$ cat src/sv/cfs_pkg.sv
// ----------------------------------------------------------------------------
// cfs_pkg
// Shared types and constants for the CSV field splitter.
// ----------------------------------------------------------------------------
package cfs_pkg;

  // configuration register indexes
  localparam int CFG_IDX_W = 1;
  localparam logic [CFG_IDX_W-1:0] REG_DELIMITER = 1'b0;
  localparam logic [CFG_IDX_W-1:0] REG_QUOTE     = 1'b1;

  localparam logic [7:0] DELIMITER_RESET = 8'd44;  // ','
  localparam logic [7:0] QUOTE_RESET     = 8'd34;  // '"'

  // whitespace bytes
  localparam logic [7:0] CH_SPACE = 8'd32;
  localparam logic [7:0] CH_TAB   = 8'd9;
  localparam logic [7:0] CH_CR    = 8'd13;
  localparam logic [7:0] CH_LF    = 8'd10;

  // result kinds
  localparam logic [1:0] OK_CHAR      = 2'd0;
  localparam logic [1:0] OK_FIELD_END = 2'd1;
  localparam logic [1:0] OK_LINE_END  = 2'd2;

  typedef enum logic [1:0] {
    ST_IDLE,
    ST_FL_READ,
    ST_FL_EMIT,
    ST_FL_LAST
  } state_t;

  // class of an incoming item, in decode priority order
  typedef enum logic [2:0] {
    CLS_EOL,
    CLS_QUOTE,
    CLS_DELIM,
    CLS_SPACE,
    CLS_CHAR
  } cls_t;

  // output register source select
  typedef enum logic [2:0] {
    OSEL_EOL,
    OSEL_DELIM,
    OSEL_BYTE,
    OSEL_PEND,
    OSEL_HELD
  } osel_t;

  typedef struct packed {
    logic  accept;
    logic  load_out;
    osel_t osel;
    logic  last;
    logic  idx_inc;
    logic  flush_done;
  } cmd_t;

  typedef struct packed {
    cls_t cls;
    logic held_empty;
    logic idx_last;
    logic out_free;
  } status_t;

  function automatic logic is_space(input logic [7:0] b);
    return (b == CH_SPACE) || (b == CH_TAB) || (b == CH_CR) || (b == CH_LF);
  endfunction

endpackage

$ cat src/sv/csv_field_splitter_unit.sv
// ----------------------------------------------------------------------------
// csv_field_splitter_unit
// Splits a stream of text lines into fields, one result item per character.
// ----------------------------------------------------------------------------
// Each input item is a text byte (tuser = 0) or an end-of-line mark
// (tuser = 1). Output items carry field characters, field ends and line ends
// together with the field index within the line (saturating at 255) and a
// flag set once trailing whitespace overflowed the hold buffer in that field.
// tlast marks the last output item caused by one input item. The quote byte
// toggles quoted mode and is dropped; the delimiter outside quotes ends a
// field; leading whitespace is dropped and trailing whitespace is held (up to
// HOLD_DEPTH bytes) until a later non-whitespace byte releases it. If the
// quote and delimiter bytes are equal, the byte acts as a quote.
// Throughput: one input item per cycle while the receiver keeps up, except a
// non-whitespace byte that releases held whitespace bytes: the block accepts
// it, then for each held byte has a read state for the hold RAM's single
// registered read port and an output state, and last outputs the byte itself,
// taking no new input meanwhile. An input item is taken only when the output
// register is empty or its result leaves in that same cycle, so a stalled
// receiver stalls the input, dropped bytes included. The hold RAM needs no
// clearing after reset; the block is ready straight out of reset.
// Configuration writes are to be made only while the block is idle.
// ----------------------------------------------------------------------------
module csv_field_splitter_unit #(
  parameter int HOLD_DEPTH = 8
) (
  input  logic                          clk,
  input  logic                          rst,
  // configuration
  input  logic                          cfg_we,
  input  logic [cfs_pkg::CFG_IDX_W-1:0] cfg_index,    // 0 delimiter, 1 quote
  input  logic [7:0]                    cfg_data,
  // input stream
  input  logic                          s_axis_tvalid,
  output logic                          s_axis_tready,
  input  logic [7:0]                    s_axis_tdata,  // [7:0] byte_in
  input  logic [0:0]                    s_axis_tuser,  // [0] kind
  // output stream
  output logic                          m_axis_tvalid,
  input  logic                          m_axis_tready,
  output logic [15:0]                   m_axis_tdata,  // [7:0] char_out, [15:8] field_number
  output logic [2:0]                    m_axis_tuser,  // [1:0] out_kind, [2] ws_overflow
  output logic                          m_axis_tlast   // last item of this input's run
);
  import cfs_pkg::*;

  cmd_t       cmd;
  status_t    status;
  logic [1:0] out_kind;
  logic [7:0] out_char;
  logic [7:0] out_field;
  logic       out_ovf;

  cfs_ctrl u_ctrl (
    .clk      (clk),
    .rst      (rst),
    .in_valid (s_axis_tvalid),
    .in_ready (s_axis_tready),
    .status   (status),
    .cmd      (cmd)
  );

  cfs_dp #(.HOLD_DEPTH(HOLD_DEPTH)) u_dp (
    .clk       (clk),
    .rst       (rst),
    .cfg_we    (cfg_we),
    .cfg_index (cfg_index),
    .cfg_data  (cfg_data),
    .in_kind   (s_axis_tuser[0]),
    .in_byte   (s_axis_tdata),
    .cmd       (cmd),
    .status    (status),
    .out_ready (m_axis_tready),
    .out_valid (m_axis_tvalid),
    .out_kind  (out_kind),
    .out_char  (out_char),
    .out_field (out_field),
    .out_ovf   (out_ovf),
    .out_last  (m_axis_tlast)
  );

  assign m_axis_tdata = {out_field, out_char};
  assign m_axis_tuser = {out_ovf, out_kind};

endmodule

$ cat src/sv/cfs_ram.sv
// ----------------------------------------------------------------------------
// cfs_ram
// Generic single-write, single-read RAM with registered read data.
// ----------------------------------------------------------------------------
module cfs_ram #(
  parameter int WIDTH = 8,
  parameter int DEPTH = 8,
  localparam int AW = (DEPTH > 1) ? $clog2(DEPTH) : 1
) (
  input  logic             clk,
  input  logic             we,
  input  logic [AW-1:0]    waddr,
  input  logic [WIDTH-1:0] wdata,
  input  logic [AW-1:0]    raddr,
  output logic [WIDTH-1:0] rdata
);

  logic [WIDTH-1:0] mem [DEPTH];

  always_ff @(posedge clk) begin
    if (we) begin
      mem[waddr] <= wdata;
    end
    rdata <= mem[raddr];
  end

endmodule

$ cat src/sv/cfs_ctrl.sv
// ----------------------------------------------------------------------------
// cfs_ctrl
// Sequencer: accepts items and walks the held whitespace flush.
// ----------------------------------------------------------------------------
module cfs_ctrl (
  input  logic             clk,
  input  logic             rst,
  input  logic             in_valid,
  output logic             in_ready,
  input  cfs_pkg::status_t status,
  output cfs_pkg::cmd_t    cmd
);
  import cfs_pkg::*;

  state_t state, state_next;

  always_ff @(posedge clk) begin
    if (rst) begin
      state <= ST_IDLE;
    end else begin
      state <= state_next;
    end
  end

  always_comb begin
    state_next     = state;
    in_ready       = 1'b0;
    cmd.accept     = 1'b0;
    cmd.load_out   = 1'b0;
    cmd.osel       = OSEL_BYTE;
    cmd.last       = 1'b1;
    cmd.idx_inc    = 1'b0;
    cmd.flush_done = 1'b0;
    case (state)
      ST_IDLE: begin
        in_ready = status.out_free;
        if (in_valid && status.out_free) begin
          cmd.accept = 1'b1;
          case (status.cls)
            CLS_EOL: begin
              cmd.load_out = 1'b1;
              cmd.osel     = OSEL_EOL;
            end
            CLS_DELIM: begin
              cmd.load_out = 1'b1;
              cmd.osel     = OSEL_DELIM;
            end
            CLS_CHAR: begin
              if (status.held_empty) begin
                cmd.load_out = 1'b1;
                cmd.osel     = OSEL_BYTE;
              end else begin
                state_next = ST_FL_READ;
              end
            end
            default: ;
          endcase
        end
      end
      // hold RAM read latency
      ST_FL_READ: begin
        state_next = ST_FL_EMIT;
      end
      ST_FL_EMIT: begin
        if (status.out_free) begin
          cmd.load_out = 1'b1;
          cmd.osel     = OSEL_HELD;
          cmd.last     = 1'b0;
          cmd.idx_inc  = 1'b1;
          state_next   = status.idx_last ? ST_FL_LAST : ST_FL_READ;
        end
      end
      ST_FL_LAST: begin
        if (status.out_free) begin
          cmd.load_out   = 1'b1;
          cmd.osel       = OSEL_PEND;
          cmd.flush_done = 1'b1;
          state_next     = ST_IDLE;
        end
      end
      default: state_next = ST_IDLE;
    endcase
  end

endmodule

$ cat src/sv/cfs_dp.sv
// ----------------------------------------------------------------------------
// cfs_dp
// Datapath: config registers, field state, hold buffer and output register.
// ----------------------------------------------------------------------------
module cfs_dp #(
  parameter int HOLD_DEPTH = 8,
  localparam int AW = (HOLD_DEPTH > 1) ? $clog2(HOLD_DEPTH) : 1,
  localparam int CW = $clog2(HOLD_DEPTH + 1)
) (
  input  logic                           clk,
  input  logic                           rst,
  input  logic                           cfg_we,
  input  logic [cfs_pkg::CFG_IDX_W-1:0]  cfg_index,
  input  logic [7:0]                     cfg_data,
  input  logic                           in_kind,
  input  logic [7:0]                     in_byte,
  input  cfs_pkg::cmd_t                  cmd,
  output cfs_pkg::status_t               status,
  input  logic                           out_ready,
  output logic                           out_valid,
  output logic [1:0]                     out_kind,
  output logic [7:0]                     out_char,
  output logic [7:0]                     out_field,
  output logic                           out_ovf,
  output logic                           out_last
);
  import cfs_pkg::*;

  logic [7:0]    delimiter_char;
  logic [7:0]    quote_char;
  logic          quoted;
  logic          started;
  logic [CW-1:0] held_count;
  logic [7:0]    field_count;
  logic          ovf_seen;
  logic [CW-1:0] idx;
  logic [7:0]    pend_byte;
  logic [7:0]    held_rdata;
  logic          held_we;
  logic          held_full;
  cls_t          cls;

  // decode, quote wins over delimiter
  always_comb begin
    if (in_kind) begin
      cls = CLS_EOL;
    end else if (in_byte == quote_char) begin
      cls = CLS_QUOTE;
    end else if ((in_byte == delimiter_char) && !quoted) begin
      cls = CLS_DELIM;
    end else if (is_space(in_byte)) begin
      cls = CLS_SPACE;
    end else begin
      cls = CLS_CHAR;
    end
  end

  assign held_full = (held_count == CW'(HOLD_DEPTH));
  assign held_we   = cmd.accept && (cls == CLS_SPACE) && started && !held_full;

  assign status.cls        = cls;
  assign status.held_empty = (held_count == '0);
  assign status.idx_last   = (CW'(idx + CW'(1)) == held_count);
  assign status.out_free   = !out_valid || out_ready;

  cfs_ram #(.WIDTH(8), .DEPTH(HOLD_DEPTH)) u_hold (
    .clk   (clk),
    .we    (held_we),
    .waddr (held_count[AW-1:0]),
    .wdata (in_byte),
    .raddr (idx[AW-1:0]),
    .rdata (held_rdata)
  );

  always_ff @(posedge clk) begin
    if (rst) begin
      delimiter_char <= DELIMITER_RESET;
      quote_char     <= QUOTE_RESET;
    end else if (cfg_we) begin
      case (cfg_index)
        REG_DELIMITER: delimiter_char <= cfg_data;
        REG_QUOTE:     quote_char     <= cfg_data;
        default: ;
      endcase
    end
  end

  // field state
  always_ff @(posedge clk) begin
    if (rst) begin
      quoted      <= 1'b0;
      started     <= 1'b0;
      held_count  <= '0;
      field_count <= '0;
      ovf_seen    <= 1'b0;
    end else begin
      if (cmd.accept) begin
        case (cls)
          CLS_EOL: begin
            quoted      <= 1'b0;
            started     <= 1'b0;
            held_count  <= '0;
            field_count <= '0;
            ovf_seen    <= 1'b0;
          end
          CLS_QUOTE: quoted <= !quoted;
          CLS_DELIM: begin
            started    <= 1'b0;
            held_count <= '0;
            ovf_seen   <= 1'b0;
            if (field_count != 8'hFF) begin
              field_count <= field_count + 8'd1;
            end
          end
          CLS_SPACE: begin
            if (started) begin
              if (!held_full) begin
                held_count <= held_count + CW'(1);
              end else begin
                ovf_seen <= 1'b1;
              end
            end
          end
          CLS_CHAR: started <= 1'b1;
          default: ;
        endcase
      end
      if (cmd.flush_done) begin
        held_count <= '0;
      end
    end
  end

  // flush bookkeeping
  always_ff @(posedge clk) begin
    if (cmd.accept) begin
      pend_byte <= in_byte;
      idx       <= '0;
    end else if (cmd.idx_inc) begin
      idx <= idx + CW'(1);
    end
  end

  // output register
  always_ff @(posedge clk) begin
    if (rst) begin
      out_valid <= 1'b0;
    end else if (cmd.load_out) begin
      out_valid <= 1'b1;
    end else if (out_ready) begin
      out_valid <= 1'b0;
    end
  end

  always_ff @(posedge clk) begin
    if (cmd.load_out) begin
      out_field <= field_count;
      out_ovf   <= ovf_seen;
      out_last  <= cmd.last;
      case (cmd.osel)
        OSEL_EOL: begin
          out_kind <= OK_LINE_END;
          out_char <= 8'd0;
        end
        OSEL_DELIM: begin
          out_kind <= OK_FIELD_END;
          out_char <= 8'd0;
        end
        OSEL_BYTE: begin
          out_kind <= OK_CHAR;
          out_char <= in_byte;
        end
        OSEL_PEND: begin
          out_kind <= OK_CHAR;
          out_char <= pend_byte;
        end
        OSEL_HELD: begin
          out_kind <= OK_CHAR;
          out_char <= held_rdata;
        end
        default: begin
          out_kind <= OK_CHAR;
          out_char <= 8'd0;
        end
      endcase
    end
  end

endmodule

$ cat config.mk
export PLATFORM = sky130hd
export DESIGN_NAME = csv_field_splitter_unit
export DESIGN_NICKNAME = d
export VERILOG_FILES = /design/src/sv/cfs_pkg.sv /design/src/sv/csv_field_splitter_unit.sv /design/src/sv/cfs_ram.sv /design/src/sv/cfs_ctrl.sv /design/src/sv/cfs_dp.sv
export SDC_FILE = /design/constraint.sdc
export NUM_CORES = 1
export LEC_CHECK = 0
export BUFFER_PORTS_ARGS = -buffer_cell sky130_fd_sc_hd__clkbuf_2
export CAP_MARGIN = 20
export CORE_MARGIN = 10
export CORE_UTILIZATION = 35
export DETAILED_ROUTE_END_ITERATION = 12
export SLEW_MARGIN = 10
export SYNTH_ARGS = -nofsm -noshare
export SYNTH_HDL_FRONTEND = slang
export SYNTH_HIERARCHICAL = 1
export SYNTH_SLANG_ARGS = --single-unit
$ cat constraint.sdc
create_clock -name clk -period 3.49 [get_ports clk]
set_input_delay 0.698 -clock clk [delete_from_list [all_inputs] [get_ports clk]]
set_output_delay 0.698 -clock clk [all_outputs]
set_load 0.005 [all_outputs]
[Word-level counts from Yosys, hierarchy flattened]
Memory sizes are Yosys's and may differ from the RTL's. A register that Yosys moved wholly into a read port is not among the register bits.
Cells that the tools add are included.
Cells by class
  reduce and logical (&&, ||, !) cells: 31
  add/subtract/negate cells: 3
  multiplexer cells: 38
  equality and inequality tests: 29
  bitwise operators: 1
Operators with widths (number)
  8-bit by 4-bit == test with 1-bit output (second input constant): 3
  4-bit case mux with 3 select lines: 2
  8-bit case mux with 3 select lines: 1
  8-bit == test: 2
  4-bit 2-to-1 mux: 4
  8-bit case mux with 2 select lines: 1
  3-bit by 2-bit == test with 1-bit output (second input constant): 4
  2-bit 2-to-1 mux: 6
  3-bit 2-to-1 mux: 4
  2-bit by 1-bit != test with 1-bit output (second input constant): 6
  1-bit 2-to-1 mux: 11
  2-bit nonzero test: 5
  4-bit by 1-bit adder with 4-bit output (second input constant): 2
  8-bit by 1-bit adder with 8-bit output (second input constant): 1
  8-bit by 6-bit == test with 1-bit output (second input constant): 1
  8-bit 2-to-1 mux: 1
  8-bit != test (second input constant): 1
  2-bit case mux with 4 select lines: 1
  4-bit case mux with 2 select lines: 1
  2-bit AND reduction: 4
  4-bit AND reduction: 2
  3-bit by 1-bit == test with 1-bit output (second input constant): 2
  3-bit == test (second input constant): 2
  3-bit zero test: 2
  other kinds (18): 33
Storage, ports and cells
  output and inout bits: 22
  logic and storage cells: 119
  memories: 1
  bits in writable memories: 64
  register bits: 66
Memories
  u_dp.u_hold.mem: depth 8, bits a word 8, read ports 1, clocked after memory_dff 1, write ports 1, line cfs_ram.sv:18  | logic [WIDTH-1:0] mem [DEPTH];

[Logic depth before layout (Yosys ltp)]
  word-level depth: 17
  gate-level depth with buffers: 10

[By module]
Netlist, hierarchy kept.
Modules (own cells, without submodules)
  cfs_dp: seq. area each 1561.5 sq um, cells each 301, instances 1, area each 3010.4 sq um
  cfs_ram: seq. area each 2082.0 sq um, cells each 114, instances 1, area each 2691.3 sq um
  cfs_ctrl: seq. area each 40.0 sq um, cells each 25, instances 1, area each 205.2 sq um
  csv_field_splitter_unit: seq. area each 0.0 sq um, cells each 1, instances 1, area each 7.5 sq um

[Worst setup path after synthesis]
OpenSTA, ideal clock, no wires.
  kind: input-to-reg
  from: in m_axis_tready
  to: mem u_dp.u_hold.mem[0][0], enable pin
  setup slack: 0.379 ns
  arrival time: 2.728 ns
  setup time: 0.383 ns
  path buffers: 1
  cell stages on the path: 8
  cells stage by stage: nand2b_1 -> nand4bb_4 -> inv_1 -> buf_2 -> inv_1 -> nor4_1 -> nand2b_1 -> nor3_1
RTL lines
  start: declaration: line csv_field_splitter_unit.sv:40  | input logic m_axis_tready,
  end: declaration: line cfs_ram.sv:18

==> flow_summary.json <==
{
  "seq_power_share_pct": 46.8,
  "grtUsageMet1_pct": 15.0,
  "multi_input_area_um2": 2080,
  "core_area_um2": 16600,
  "synthTopCellsByArea": "edfxtp_1 47%, dfxtp_1 16%, mux4_1 6.7%",
  "slew_violations": 0,
  "antenna_found_initial": 0,
  "grt_pass1_wl_um": 20800,
  "internal_power_mw": 3.06,
  "setup_tns_ns": 0,
  "gp_routability_congestion": 0.801,
  "total_leakage_power_nw": 2.57,
  "postSynth.asyncResetShare_pct": 0,
  "portBuffers": 44,
  "register_area_um2": 3680,
  "slew-limit-headroom_pct": 56.4,
  "critPathKind": "in2reg",
  "crit_slowest_cell": "nor4_1",
  "wl_per_cell_um": 17.5,
  "hold_class": "reg2reg",
  "cts_buffers": 17,
  "synth_top_area_share_pct": 46.7,
  "worst_ep_arrival_time_ns": 3.05,
  "synthCells": 441,
  "via_per_inst": 4.94,
  "hold_viol": 0,
  "met2_usage_pct": 19.2,
  "syn_area_per_cell_um2": 13.4,
  "cts_root_buf": "clkbuf_16",
  "cts_tree": "yes",
  "finalWirelength_um": 13000,
  "crit_required_ns": 3.64,
  "drc_errors": 0,
  "die_h_um": 150,
  "postCtsHoldBufs": 0,
  "holdWs_ns": 0.461,
  "cts_num_sinks": 138,
  "synth-seq-cells": 138,
  "synth_fa_ha_area_share_pct": 0.846,
  "synth_top_family_by_area": "simple AND/OR/NAND/NOR gates",
  "cts.clk_slew.worst_paths_ns": 0.06,
  "fillCellCount": 1562,
  "initial_core_util_pct": 35.7,
  "fp.dieW_um": 150,
  "synthTopCellsByCount": "92 x edfxtp_1, 53 x nand2_1, 46 x dfxtp_1",
  "crit_path_end_kind": "register",
  "nets": 538,
  "yosys.area_share.simple_pct": 13.0,
  "clkLatencyLatePin_ns": 0.42,
  "synth-xor-area-share_pct": 4.15,
  "grt-ovfl-total": 0,
  "timing.max_cap.violations": 0,
  "synthToLayoutAreaGrowth_pct": 19.9,
  "synth-seq-area-share_pct": 62.3,
  "rows": 47,
  "antenna_cells": 0,
  "muxShareOfSynthArea_pct": 10.5,
  "ios": 45,
  "synth_area_um2": 5910,
  "grt_util_met3_pct": 4.17,
  "switchingPower_uw": 812,
  "setup_viol": 0,
  "grt_max_degree": 31,
  "clk_path_buf_depth": 2,
  "grt_usage_pct": 12.1,
  "yosysTopAreaCell": "edfxtp_1",
  "h-tree-depth": 4,
  "rsz0062_at_grt": "no",
  "crit_chain": "clkbuf_2 > xor2_1 > nor4_1 > nand2_1 > a21oi_1 > nor2_4 > a21oi_1 > nor3b_1 > buf_4 > nand2_1 > o21ai_0",
  "vias": 3674,
  "postRouteAntennaNets": 0,
  "cp_max_fo": 13,
  "dp_hpwl_um": 8990,
  "critPathMaxStageDelay_ns": 0.47,
  "fin_worst_skew_ns": 0.00682,
  "synthFlopType": "edfxtp_1",
  "grt_pass1_vias": 3684,
  "firstDrtPassIters": 5,
  "fin_crit_sh_pct": 83.1,
  "synth_edf_count": 92,
  "max_freq_ghz": 0.345,
  "clockPowerShare_pct": 47.9,
  "tightest_slew_ns": 0.653,
  "cts_resized": 0,
  "yosys_warnings": 6,
  "drive_above_1_share_pct": 21.4,
  "combPwrFrac_pct": 5.3,
  "finalCriticalPeriod_ns": 2.90,
  "synthesis.nets": 468,
  "p_total_mw": 3.87,
  "dieArea_um2": 22500,
  "drt_iter0_markers": 290,
  "cts_setup_buffers": 0,
  "vdd_ir_drop_max_mv": 0.319,
  "power.share.switching_pct": 21.0,
  "grt_busiest_layer": "met2",
  "synth_compound_area_share_pct": 6.75,
  "synth_most_common_cell": "edfxtp_1",
  "worst_setup_path_start_kind": "input port",
  "p_per_area_nw_per_um2": 546,
  "synth.distinct_cells": 55,
  "outcome": "complete, no violations"
}
## layer usage
| layer | part of all wire (%) | routed length [µm] |
|---|---|---|
| met5 | 0 | 0 |
| met2 | 48 | 6260 |
| met3 | 5.3 | 687 |
| met4 | 1.0 | 132 |
| met1 | 46 | 5960 |
## per-stage QoR
step	cells	worst slack [ns]	area, µm²	util (%)
after floorplan	441	0.379	5910	-
after global placement	712	0.313	6480	39.1
after detailed placement	712	0.194	6480	39.1
after CTS	744	0.602	7090	42.7
after global routing	744	0.339	7090	42.7
final	744	0.589	7090	42.7
## registers in the layout, summed over array words and instances (netlist names), 4 cells and up
register	cells
u_dp/u_hold/mem	64
u_dp/delimiter_char	8
u_dp/field_count	8
u_dp/out_char	8
u_dp/out_field	8
u_dp/pend_byte	8
u_dp/quote_char	8
u_dp/u_hold/rdata	8
u_dp/held_count	4
u_dp/idx	4
## worst max-delay path: cells and delay by family
family	cells	cell delay, ns
and+or+nand+nor	5	0.99
buffers and inverters	2	0.40
xor gates and xnor gates	1	0.20
AOI/OAI and AO/OA	3	0.76
## power groups by stage
stage	logic, mW	registers [mW]	clock network (mW)
after floorplan	0.107	1.84	0
after global placement	0.200	1.84	0
after detailed placement	0.206	1.84	0
after CTS	0.207	1.81	1.88
after global routing	0.228	1.81	1.98
final	0.203	1.81	1.85
## cells by family after synthesis
logic type	after synthesis
fa+ha+maj	4
simple gates	146
mux	35
compound gates	61
buf+inv	29
flops	138
xor+xnor	28
## layout make-up
type	instances	share of cell area, %
flip-flops and latches	138	52.0
repair buffers	67	5.54
well taps	220	3.88
clock inverters	13	2.47
inverters	13	0.688
clock buffers	19	6.11
multi-input cells	274	29.4
## path summary, 6_finish.rpt
check | startpoint | to | slack [ns] | cells past startpoint
setup reg to reg | u_dp/quote_char[5] | u_dp/out_char[6] | 0.74 | 10
setup / recovery | s_axis_tdata[7] | u_dp/out_char[6] | 0.59 | 11
hold reg to reg | u_dp/ovf_seen | u_dp/out_ovf | 0.46 | 0
hold / removal | u_dp/ovf_seen | u_dp/out_ovf | 0.46 | 0
## cell usage in the layout (no fill, tap or decap), types with 9 or more instances in the layout
cell type / instances
edfxtp_1: 92
buf_4: 23
nand2_1: 53
nor2_1: 20
clkbuf_2: 44
a21oi_1: 22
mux4_1: 15
o21ai_0: 21
nand2b_1: 13
mux2_2: 9
clkbuf_16: 17
xor2_1: 22
mux2i_1: 9
dfxtp_1: 46
nor3_1: 13
inv_1: 13
Power figures use the tool's default switching activity.
